[config.mk]
export PLATFORM = sky130hd
export DESIGN_NAME = mouse_packet_position_tracker
export DESIGN_NICKNAME = d
export VERILOG_FILES = /design/src/sv/mppt_pkg.sv /design/src/sv/mouse_packet_position_tracker.sv
export SDC_FILE = /design/constraint.sdc
export NUM_CORES = 1
export LEC_CHECK = 0
export BUFFER_PORTS_ARGS = -buffer_cell sky130_fd_sc_hd__buf_2
export CAP_MARGIN = 20
export CORE_ASPECT_RATIO = 1.4
export CORE_MARGIN = 2
export CORE_UTILIZATION = 49
export DETAILED_ROUTE_END_ITERATION = 12
export PLACE_DENSITY = 0.71
export SLEW_MARGIN = 20
export SYNTH_ARGS = -nofsm -noshare
export SYNTH_HDL_FRONTEND = slang
export SYNTH_SLANG_ARGS = --single-unit
[constraint.sdc]
create_clock -name aclk -period 4.6 [get_ports aclk]
set_clock_uncertainty 0.2 [all_clocks]
set_input_delay 0.92 -clock aclk [delete_from_list [all_inputs] [get_ports aclk]]
set_output_delay 0.92 -clock aclk [all_outputs]
set_load 0.005 [all_outputs]
[src/sv/mppt_pkg.sv]
package mppt_pkg;

    localparam int COORD_BITS_DEFAULT = 12;

    localparam int RX_BITS     = 8;
    localparam int POS_BITS    = 12;
    localparam int BUTTON_BITS = 3;
    localparam int CFG_BITS    = 12;
    localparam int IN_TDATA_BITS  = 8;
    localparam int OUT_TDATA_BITS = 32;

    localparam logic [RX_BITS-1:0] HDR_OVERFLOW = 8'hC0;
    localparam logic [RX_BITS-1:0] HDR_BUTTONS  = 8'h07;
    localparam logic [RX_BITS-1:0] HDR_XSIGN    = 8'h10;
    localparam logic [RX_BITS-1:0] HDR_YSIGN    = 8'h20;

    localparam logic [CFG_BITS-1:0] MAX_X_RESET = 12'd640;
    localparam logic [CFG_BITS-1:0] MAX_Y_RESET = 12'd200;

    typedef enum logic {
        REG_MAX_X = 1'b0,
        REG_MAX_Y = 1'b1
    } cfg_index_t;

    typedef enum logic [2:0] {
        SLOT_HEADER = 3'b001,
        SLOT_XDELTA = 3'b010,
        SLOT_YDELTA = 3'b100
    } slot_t;

endpackage

[src/sv/mouse_packet_position_tracker.sv]
// Mouse packet position tracker. Accepts one received byte per s_ transaction and
// returns one result per byte: the current clamped position, the button bits and
// tlast set when the byte completed a three-byte packet (header, X delta, Y delta).
// A header with either overflow bit set is dropped and the block keeps waiting for
// a header. X moves by the 9-bit signed delta, Y moves opposite to its delta, and
// each coordinate is clamped to 0..max, with max_x (index 0, reset 640) and max_y
// (index 1, reset 200) written over the cfg_ channel, by the user only while the
// block is idle (the block does not enforce it). Throughput is one byte per cycle:
// the packet update is a single add and clamp per coordinate into the output register,
// and a new byte is taken whenever that register is empty or being read in the same cycle.
module mouse_packet_position_tracker
    import mppt_pkg::*;
#(
    parameter int COORD_BITS = COORD_BITS_DEFAULT
) (
    input  logic                      aclk,
    input  logic                      aresetn,

    input  logic                      s_tvalid,
    output logic                      s_tready,
    input  logic [IN_TDATA_BITS-1:0]  s_tdata,   // [7:0] rx_byte

    output logic                      m_tvalid,
    input  logic                      m_tready,
    output logic [OUT_TDATA_BITS-1:0] m_tdata,   // [11:0] pos_x, [23:12] pos_y,
                                                 // [26:24] button_bits, [31:27] zero
    output logic                      m_tlast,   // packet_done

    input  logic                      cfg_valid,
    output logic                      cfg_ready,
    input  logic                      cfg_index,
    input  logic [CFG_BITS-1:0]       cfg_data
);

    localparam int SW = COORD_BITS + 2;

    slot_t                   slot_reg, slot_next;
    logic [RX_BITS-1:0]      header_reg, header_next;
    logic [RX_BITS-1:0]      xbyte_reg, xbyte_next;
    logic [COORD_BITS-1:0]   cur_x_reg, cur_x_next;
    logic [COORD_BITS-1:0]   cur_y_reg, cur_y_next;
    logic [BUTTON_BITS-1:0]  buttons_reg, buttons_next;
    logic [COORD_BITS-1:0]   max_x_reg, max_y_reg;

    logic                    out_valid_reg, out_valid_next;
    logic [POS_BITS-1:0]     out_x_reg, out_y_reg;
    logic [BUTTON_BITS-1:0]  out_buttons_reg;
    logic                    out_done_reg, done;

    logic                    accept;
    logic [RX_BITS-1:0]      rx_byte;
    logic signed [SW-1:0]    dx, dy, sum_x, sum_y;
    logic [COORD_BITS-1:0]   clamp_x, clamp_y;

    assign rx_byte   = s_tdata[RX_BITS-1:0];
    assign s_tready  = !out_valid_reg || m_tready;
    assign accept    = s_tvalid && s_tready;
    assign cfg_ready = 1'b1;

    assign dx    = {{(SW-9){|(header_reg & HDR_XSIGN)}}, |(header_reg & HDR_XSIGN), xbyte_reg};
    assign dy    = {{(SW-9){|(header_reg & HDR_YSIGN)}}, |(header_reg & HDR_YSIGN), rx_byte};
    assign sum_x = $signed({2'b00, cur_x_reg}) + dx;
    assign sum_y = $signed({2'b00, cur_y_reg}) - dy;

    always_comb begin
        if (sum_x[SW-1]) begin
            clamp_x = '0;
        end else if (sum_x > $signed({2'b00, max_x_reg})) begin
            clamp_x = max_x_reg;
        end else begin
            clamp_x = sum_x[COORD_BITS-1:0];
        end
        if (sum_y[SW-1]) begin
            clamp_y = '0;
        end else if (sum_y > $signed({2'b00, max_y_reg})) begin
            clamp_y = max_y_reg;
        end else begin
            clamp_y = sum_y[COORD_BITS-1:0];
        end
    end

    always_comb begin
        slot_next    = slot_reg;
        header_next  = header_reg;
        xbyte_next   = xbyte_reg;
        cur_x_next   = cur_x_reg;
        cur_y_next   = cur_y_reg;
        buttons_next = buttons_reg;
        done         = 1'b0;
        case (slot_reg)
            SLOT_HEADER: begin
                if ((rx_byte & HDR_OVERFLOW) == '0) begin
                    header_next = rx_byte;
                    slot_next   = SLOT_XDELTA;
                end
            end
            SLOT_XDELTA: begin
                xbyte_next = rx_byte;
                slot_next  = SLOT_YDELTA;
            end
            default: begin
                buttons_next = header_reg[BUTTON_BITS-1:0];
                cur_x_next   = clamp_x;
                cur_y_next   = clamp_y;
                slot_next    = SLOT_HEADER;
                done         = 1'b1;
            end
        endcase
    end

    always_comb begin
        out_valid_next = out_valid_reg;
        if (accept) begin
            out_valid_next = 1'b1;
        end else if (m_tready) begin
            out_valid_next = 1'b0;
        end
    end

    always_ff @(posedge aclk) begin
        if (!aresetn) begin
            slot_reg      <= SLOT_HEADER;
            header_reg    <= '0;
            xbyte_reg     <= '0;
            cur_x_reg     <= '0;
            cur_y_reg     <= '0;
            buttons_reg   <= '0;
            out_valid_reg <= 1'b0;
        end else begin
            out_valid_reg <= out_valid_next;
            if (accept) begin
                slot_reg    <= slot_next;
                header_reg  <= header_next;
                xbyte_reg   <= xbyte_next;
                cur_x_reg   <= cur_x_next;
                cur_y_reg   <= cur_y_next;
                buttons_reg <= buttons_next;
            end
        end
    end

    always_ff @(posedge aclk) begin
        if (!aresetn) begin
            max_x_reg <= COORD_BITS'(MAX_X_RESET);
            max_y_reg <= COORD_BITS'(MAX_Y_RESET);
        end else if (cfg_valid && cfg_ready) begin
            case (cfg_index_t'(cfg_index))
                REG_MAX_X: max_x_reg <= COORD_BITS'(cfg_data);
                REG_MAX_Y: max_y_reg <= COORD_BITS'(cfg_data);
                default: ;
            endcase
        end
    end

    always_ff @(posedge aclk) begin
        if (accept) begin
            out_x_reg       <= POS_BITS'(cur_x_next);
            out_y_reg       <= POS_BITS'(cur_y_next);
            out_buttons_reg <= buttons_next;
            out_done_reg    <= done;
        end
    end

    assign m_tvalid = out_valid_reg;
    assign m_tdata  = OUT_TDATA_BITS'({out_buttons_reg, out_y_reg, out_x_reg});
    assign m_tlast  = out_done_reg;

endmodule

-- Word-level counts from Yosys, hierarchy flattened
Cells that the tools add are included.
- register bits: 97
- word-level logic and storage cells: 44
- bits of input ports: 26
- $lt $le $gt $ge: 2
- reduce and logical (&&, ||, !) cells: 11
- bitwise operators: 1
- multiplexer cells: 12
- add/sub/neg operators: 2
- eq/ne operators: 3
- operators with widths (cell ; number):
    $mux 12 ; 6
    $gt 14x13->1 ; 2
    $add 13x9->14 ; 1
    $sub 13x9->14 ; 1
    $logic_not 8->1 ; 1
    $reduce_and 2->1 ; 4
    $mux 3 ; 2
    $pmux 3 s2 ; 1
    $eq 3x1->1 const B ; 1
    $eq 3x2->1 const B ; 1
    $mux 1 ; 3
    $reduce_and 3->1 ; 1
    $ne 2x2->1 const B ; 1
    $reduce_bool 2->1 ; 1
    $reduce_or 2->1 ; 1
    $logic_and 1x1->1 ; 1
    $logic_not 1->1 ; 1
    $logic_or 1x1->1 ; 1
    $not 1->1 ; 1

-- Longest topological paths before layout
Gate-level depths: netlist of run 1.
- depth in word-level cells: 5
- mapped depth: 20

-- Least setup slack after synthesis of run 1
Ideal clock, no wire load.
- kind: input port to flip-flop
- from: input port s_tdata[4]
- to: register out_y_reg[10] (data pin)
- setup slack: -89 ps
- stages: 19
- data required time: 4133 ps
- buffers on the path: 2
- arrival time: 4222 ps
- setup time: 267 ps
- path through: inv_1 ha_1 buf_6 a21o_1 a221o_1 a211oi_2 nor2_1 o31ai_1 xnor2_1 ha_1 nand4_1 nor2_1 nor2_1 a21oi_1 nor3b_1 o22ai_1 buf_2 mux2i_1 o21ai_0
- cells in the longest elaborated chain, start to end: 5
- ends and longest elaborated chain (element ; line ; source):
    from (decl) ; mouse_packet_position_tracker.sv:21 ; input logic [IN_TDATA_BITS-1:0] s_tdata,
    $sub 13x9->14 * ; mouse_packet_position_tracker.sv:63 ; assign sum_y = $signed({2'b00, cur_y_reg}) - dy;
    $gt 14x13->1 ; mouse_packet_position_tracker.sv:75 ; end else if (sum_y > $signed({2'b00, max_y_reg})) begin
    $mux 12 ; mouse_packet_position_tracker.sv:75 ;
    $mux 12 * ; mouse_packet_position_tracker.sv:73 ; if (sum_y[SW-1]) begin
    $mux 12 * ; mouse_packet_position_tracker.sv:90 ; case (slot_reg)
    named net cur_y_next[10] ; mouse_packet_position_tracker.sv:41 ; logic [COORD_BITS-1:0] cur_y_reg, cur_y_next;
    to (signal assigned) ; mouse_packet_position_tracker.sv:158 ; out_y_reg <= POS_BITS'(cur_y_next);
    to (decl) ; mouse_packet_position_tracker.sv:46 ; logic [POS_BITS-1:0] out_x_reg, out_y_reg;
Mark *: on every way through the listed nets, which the timed path passes. The rest lies on a longest branch.
A chain may end at the register's enable or synchronous reset.

-- Final worst setup path of run 1
- from: input port s_tdata[0]
- to: register out_y_reg[7] (data pin)
Same word-level chain as after synthesis.

==> results.py, run 1 <==
metrics = {
    "run_status": {
        "outcome": "complete, no violations",
    },
    "critical_path": {
        "ff2ff_setup_slack_ns": 0.26,
        "critPathMaxFanout": 6,
        "cp-start-kind": "input pin",
        "cp.arrival_ns": 4.27,
        "cp.required_ns": 4.48,
        "worstSetupEndpointType": "flip-flop",
        "path_class": "input pin to flip-flop",
        "worstSetupStartpoint": "s_tdata[0]",
        "reg2reg_depth": 18,
        "timing.rr.end": "out_x_reg[6]$_DFFE_PP_",
        "timing.rr.start": "cur_x_reg[0]$_SDFFE_PN0P_",
    },
    "clocking": {
        "htreeDepth": 3,
        "cts_num_sinks": 96,
        "cts.clk_slew.worst_paths_ns": 0.07,
        "cts_tree": "built",
        "cts_buffers": 9,
        "clk_latency_ns": 0.35,
        "ctsHoldBuffers": 0,
        "cts_root_buffer": "clkbuf_16",
        "cts_buffer_depth": 2,
    },
    "layout": {
        "layout-drive-gt1-share": 0.202,
        "syn2layout_area_growth_pct": 18.9,
        "antenna_cells": 0,
        "nNetsFinal": 844,
        "fill_cells": 1069,
    },
    "sta": {
        "slew_violations": 0,
        "maxSlewHeadroom": 0.341,
        "finalHoldViolations": 0,
        "worst_pin_slew_ns": 0.988,
        "finalSetupViolCount": 0,
        "finalCritPeriodShare": 0.954,
        "period_needed_ns": 4.39,
        "layout_setup_ws_ns": 0.212,
        "fmax_ghz": 0.228,
    },
    "min_path": {
        "worstHoldStart": "max_y_reg[2]$_SDFFE_PN0P_",
        "min_path_cells": 2,
        "hold_end": "max_y_reg[2]$_SDFFE_PN0P_",
        "holdCritPathClass": "flip-flop to flip-flop",
    },
    "routing": {
        "drt-total-wl_mm": 16.2,
        "drc": 0,
        "drtIter0Drc": 229,
        "routed_via_density": 5.77,
        "ant_nets": 0,
        "drt_first_pass_iters": 4,
        "vias": 5299,
        "routedWlPerCell_um": 17.6,
    },
    "place": {
        "portBuffers": 55,
        "gp_congestion": 0.914,
        "pre_cts_slack_ns": -0.324,
        "dp_hpwl_mm": 12.0,
    },
    "synth": {
        "async_flop_share": 0,
        "synth_area_leaders": "dfxtp_1 24%, edfxtp_1 15%, ha_1 11%",
        "synth_edf_count": 28,
        "syn_inst": 687,
        "synth_area_um2": 5790,
        "synthTopCellsByCount": "88 x nand2_1, 70 x a21oi_1, 68 x dfxtp_1",
        "ys_ff_latch": 96,
        "syn_avg_cell_area_um2": 8.42,
        "ys_types": 59,
        "synth_warnings": 0,
        "synth.top_cell.area_share": 0.235,
        "yosysMostFrequentCell": "nand2_1",
        "ys.flop_type": "dfxtp_1",
        "yosysTopAreaCell": "dfxtp_1",
        "yosysSeqAreaShare": 0.381,
    },
    "floorplanning": {
        "pin_count": 62,
        "die_w_um": 95.8,
        "start_util": 0.494,
        "rows": 47,
        "dieArea_um2": 12700,
        "core_um2": 11700,
        "dieHeight_um": 133,
    },
    "grt": {
        "grt.overflow.total": 0,
        "grt_max_degree": 48,
        "grt_pass1_wl_mm": 25.4,
        "grt_pass1_vias": 5063,
        "grt_usage": 0.262,
        "antenna_found_initial": 0,
    },
    "job": {
        "max-cap-violations": 0,
    },
    "power": {
        "power_mw": 2.04,
        "p_leak_nw": 2.92,
        "powerDensity_nw_per_um2": 297,
        "ir_drop_v": 0.000164,
    },
}
worst max-delay path by stage:
stage / endpoint / slack, ns / depth (start not counted)
2_1_floorplan: out_y_reg[10]$_DFFE_PP_ / 0.03 / 19
3_3_place_gp: out_y_reg[11]$_DFFE_PP_ / -0.27 / 18
3_5_place_dp: out_y_reg[11]$_DFFE_PP_ / -0.32 / 18
4_1_cts: cur_y_reg[11]$_SDFFE_PN0P_ / 0.003 / 18
5_1_grt: out_y_reg[4]$_DFFE_PP_ / -0.03 / 19
6_report: out_y_reg[7]$_DFFE_PP_ / 0.21 / 19
placed cells by master (no fill, tap or decap), drive strengths merged, types with 6 or more instances in the layout:
cell / n
nand2b: 6
dfxtp: 68
o211ai: 23
o22ai: 6
nor2: 46
o21a: 6
conb: 6
clkbuf: 12
ha: 50
a31oi: 13
a21oi: 71
o21ai: 47
mux2i: 16
nand4: 20
nand2: 88
inv: 56
buf: 102
nor3: 13
edfxtp: 28
nor2b: 7
nand3: 17
xnor2: 12
a21o: 8
worst max-delay path: stages:
cell	delay (ns)
buf_2	0.12
ha_1	0.22
inv_1	0.07
fa_1	0.41
a21oi_2	0.18
o21ai_1	0.13
a41oi_2	0.23
nor2b_2	0.20
xnor2_1	0.12
ha_1	0.31
nand4_1	0.14
nor2_1	0.12
o21ai_0	0.10
a21oi_2	0.20
nor3b_2	0.08
o22ai_2	0.20
buf_6	0.17
mux2i_2	0.24
o21ai_0	0.10
timing repair:
action	in CTS	in global routing
buffers inserted	0	5
pin swaps	0	22
endpoints found under the setup margin	1	48
gates resized for setup	1	33
final cells by class:
cell class | count | area, µm² | share of cell area
Clock buffer | 12 | 236 | 0.0344
Clock inverter | 4 | 28.8 | 0.00418
Inverter | 54 | 205 | 0.0298
Multi-Input combinational cell | 503 | 3390 | 0.493
Sequential cell | 96 | 2200 | 0.320
Tap cell | 147 | 184 | 0.0267
Timing Repair Buffer | 102 | 632 | 0.0918
logic make-up after synthesis:
family,count (synthesis),synth area share
AOI/OAI and AO/OA,201,0.215
and+or+nand+nor,208,0.162
adders and majority gates,52,0.115
other,2,0.00130
DFF,96,0.381
muxes,20,0.0355
buffers and inverters,92,0.0659
xor gates and xnor gates,16,0.0242
per-layer routing:
metal  track usage  vias up  share of wire
met5             0        -              0
met4         0.152        0          0.058
met3        0.0456       59          0.051
met2         0.453      176           0.51
met1         0.296     2456           0.38
li1              -     2608              -
per-stage QoR:
| step | hold WS, ns | cell area, µm² | TNS, ns | util | instances |
|---|---|---|---|---|---|
| floorplan | 0.245 | 5820 | 0 | - | 691 |
| global placement | 0.260 | 6410 | -3.60 | 0.548 | 897 |
| detailed placement | 0.271 | 6410 | -4.90 | 0.548 | 897 |
| CTS | 0.282 | 6690 | 0 | 0.571 | 913 |
| global route | 0.303 | 6880 | -0.140 | 0.588 | 918 |
| finish | 0.281 | 6880 | 0 | 0.588 | 918 |
power by group:
group          switching (mW)  internal, mW
Sequential             0.0287         0.918
Clock                   0.322         0.370
Combinational           0.243         0.161
Total                   0.593          1.45
No activity file was read; power rests on OpenSTA's default activity.
==> run 2, diff against run 1 <==
--- a/config.mk
+++ b/config.mk
@@ -7,7 +7,6 @@
 export LEC_CHECK = 0
 export BUFFER_PORTS_ARGS = -buffer_cell sky130_fd_sc_hd__buf_2
 export CAP_MARGIN = 20
-export CORE_ASPECT_RATIO = 1.4
 export CORE_MARGIN = 2
 export CORE_UTILIZATION = 49
 export DETAILED_ROUTE_END_ITERATION = 12
==> run 2 against run 1 <==
Maximum frequency decreased by 0.23%. Global-route usage down 0.65 points. Final cell count decreased by 0.76%. Critical path depth decreased by 3. Via count grew 0.59%. Sequential share of layout area down 0.33 points. Die area shrank 0.10%. Clock power rose by 15%. Register-to-register slack worse by 0.06 ns.
==> results.py, run 2 (synthesis gave the netlist of run 1 again) <==
metrics = {
    "grt": {
        "antenna_found_initial": 0,
        "grt_max_degree": 48,
        "grt_usage": 0.256,
        "grt_pass1_vias": 5081,
        "grt.overflow.total": 0,
        "grt_pass1_wl_mm": 25.5,
    },
    "clocking": {
        "cts_buffer_depth": 2,
        "cts_tree": "built",
        "clk_latency_ns": 0.36,
        "htreeDepth": 3,
        "cts_buffers": 9,
        "cts_root_buffer": "clkbuf_16",
        "ctsHoldBuffers": 0,
        "cts_num_sinks": 96,
        "cts.clk_slew.worst_paths_ns": 0.07,
    },
    "layout": {
        "antenna_cells": 0,
        "finalInstanceArea_um2": 6950,
        "nNetsFinal": 841,
        "final_cell_mix": "88 x nand2_1, 68 x dfxtp_1, 62 x a21oi_1",
        "layout_commonest_cell": "nand2_1",
        "stdcell_count": 911,
        "syn2layout_area_growth_pct": 20.2,
        "fill_cells": 994,
        "layout-drive-gt1-share": 0.208,
    },
    "critical_path": {
        "path_class": "flip-flop to flip-flop",
        "cp.required_ns": 4.49,
        "max_stage_delay_ns": 0.36,
        "worstSetupEndpointType": "flip-flop",
        "critPathMaxFanout": 6,
        "crit_chain": "ha_1 > a211oi_1 > o21bai_1 > o2111ai_1 > nand2_1 > a21o_1 > a311oi_2 > ha_1 > o21ai_1 > a21oi_1 > nor3_2 > o211ai_1 > a21boi_2 > o22ai_2 > o211ai_1 > nand3_1",
        "cpMaxStageDelayCell": "o211ai_1",
        "cp-start-kind": "flip-flop",
        "path_buf_inv": 0,
        "cp.arrival_ns": 4.29,
        "cp_top_family": "compound AO/OA/AOI/OAI gates",
    },
    "power": {
        "ir_drop_v": 0.000267,
        "power_mw": 2.17,
        "p_leak_nw": 2.93,
        "powerDensity_nw_per_um2": 312,
    },
    "sta": {
        "finalCritPeriodShare": 0.956,
        "maxSlewHeadroom": 0.418,
        "worst_pin_slew_ns": 0.872,
        "period_needed_ns": 4.40,
        "finalHoldViolations": 0,
        "fin_hold_ws_ns": 0.284,
        "finalSetupViolCount": 0,
        "fmax_ghz": 0.227,
        "slew_violations": 0,
        "rsz0062_at_grt": "true",
        "setup_tns_ns": 0,
    },
    "place": {
        "dp_hpwl_mm": 11.9,
        "placed_cells": 891,
        "portBuffers": 55,
        "gp_congestion": 0.974,
        "place_area_um2": 6390,
    },
    "floorplanning": {
        "die_w_um": 113,
        "start_util": 0.505,
        "dieArea_um2": 12700,
        "core_um2": 11500,
        "pin_count": 62,
        "rows": 39,
        "dieHeight_um": 113,
    },
    "routing": {
        "drt_first_pass_iters": 5,
        "drt-total-wl_mm": 16.2,
        "vias": 5330,
        "routedWlPerCell_um": 17.8,
        "drtIter0Drc": 366,
        "ant_nets": 0,
        "drc": 0,
        "routed_via_density": 5.85,
    },
    "job": {
        "max-cap-violations": 0,
    },
    "run_status": {
        "outcome": "complete, no violations",
    },
    "min_path": {
        "holdCritPathClass": "flip-flop to flip-flop",
    },
}
[run 2: cell count changes in the layout (fill, tap and decap cells not counted), moves of 2 or more]
cell      delta
inv_2        +4
mux2i_4      +3
o21ai_0      -2
a21oi_1      -3
inv_4        -2
inv_1        -3
a21oi_2      +3
buf_4        -5
clkbuf_1     -2
mux2i_2      -3
[run 2: worst register-to-register path, cell delays in order (launching register included)]
cell       delay [ns]
dfxtp_1          0.33
ha_1             0.31
a211oi_1         0.27
o21bai_1         0.15
o2111ai_1        0.25
nand2_1          0.17
a21o_1           0.23
a311oi_2         0.35
ha_1             0.32
o21ai_1          0.09
a21oi_1          0.08
nor3_2           0.23
o211ai_1         0.18
a21boi_2         0.29
o22ai_2          0.20
o211ai_1         0.36
nand3_1          0.12
[run 2: per-layer routing]
metal | wire [µm] | global-route usage | vias up
met5 | 0 | 0 | -
met4 | 468 | 0.115 | 0
met3 | 841 | 0.0329 | 28
met2 | 7500 | 0.406 | 175
met1 | 7410 | 0.350 | 2532
li1 | - | - | 2595
[run 2: worst paths after layout]
check,startpoint,to,slack (ns),cells after the start
worst max-delay path,xbyte_reg[1]$_SDFFE_PN0P_,out_x_reg[6]$_DFFE_PP_,0.20,16
worst min-delay path,max_x_reg[11]$_SDFFE_PN0P_,max_x_reg[11]$_SDFFE_PN0P_,0.28,2
worst max register to register,xbyte_reg[1]$_SDFFE_PN0P_,out_x_reg[6]$_DFFE_PP_,0.20,16
worst min register to register,max_x_reg[11]$_SDFFE_PN0P_,max_x_reg[11]$_SDFFE_PN0P_,0.28,2
[run 2: final cells by class]
class | instances | area [µm²] | share of cell area
tap | 143 | 179 | 0.0257
multi-input combinational | 504 | 3450 | 0.496
timing repair buffer | 98 | 606 | 0.0871
clock buffer | 11 | 254 | 0.0365
clock inverter | 5 | 61.3 | 0.00882
inverter | 54 | 203 | 0.0292
sequential | 96 | 2200 | 0.317
[run 2: metrics by stage]
stage | util | setup WS (ns)
after CTS | 0.585 | 0.0413
after floorplan | - | 0.0251
after detailed placement | 0.558 | -0.324
after global routing | 0.606 | -0.0686
after global placement | 0.558 | -0.170
final | 0.606 | 0.202
[run 2: power breakdown]
group          internal [mW]  total (mW)  switching (mW)  leakage [nW]
Clock                  0.458       0.797           0.339         0.155
Combinational          0.172       0.427           0.255          1.94
Sequential             0.918       0.946          0.0280         0.838
Total                   1.55        2.17           0.622          2.93
[run 2: repair_timing]
action | 4_1_cts | 5_1_grt
resized for setup | 0 | 43
hold endpoints to repair | 0 | 0
setup endpoints to repair | 0 | 48
buffers inserted | 0 | 3
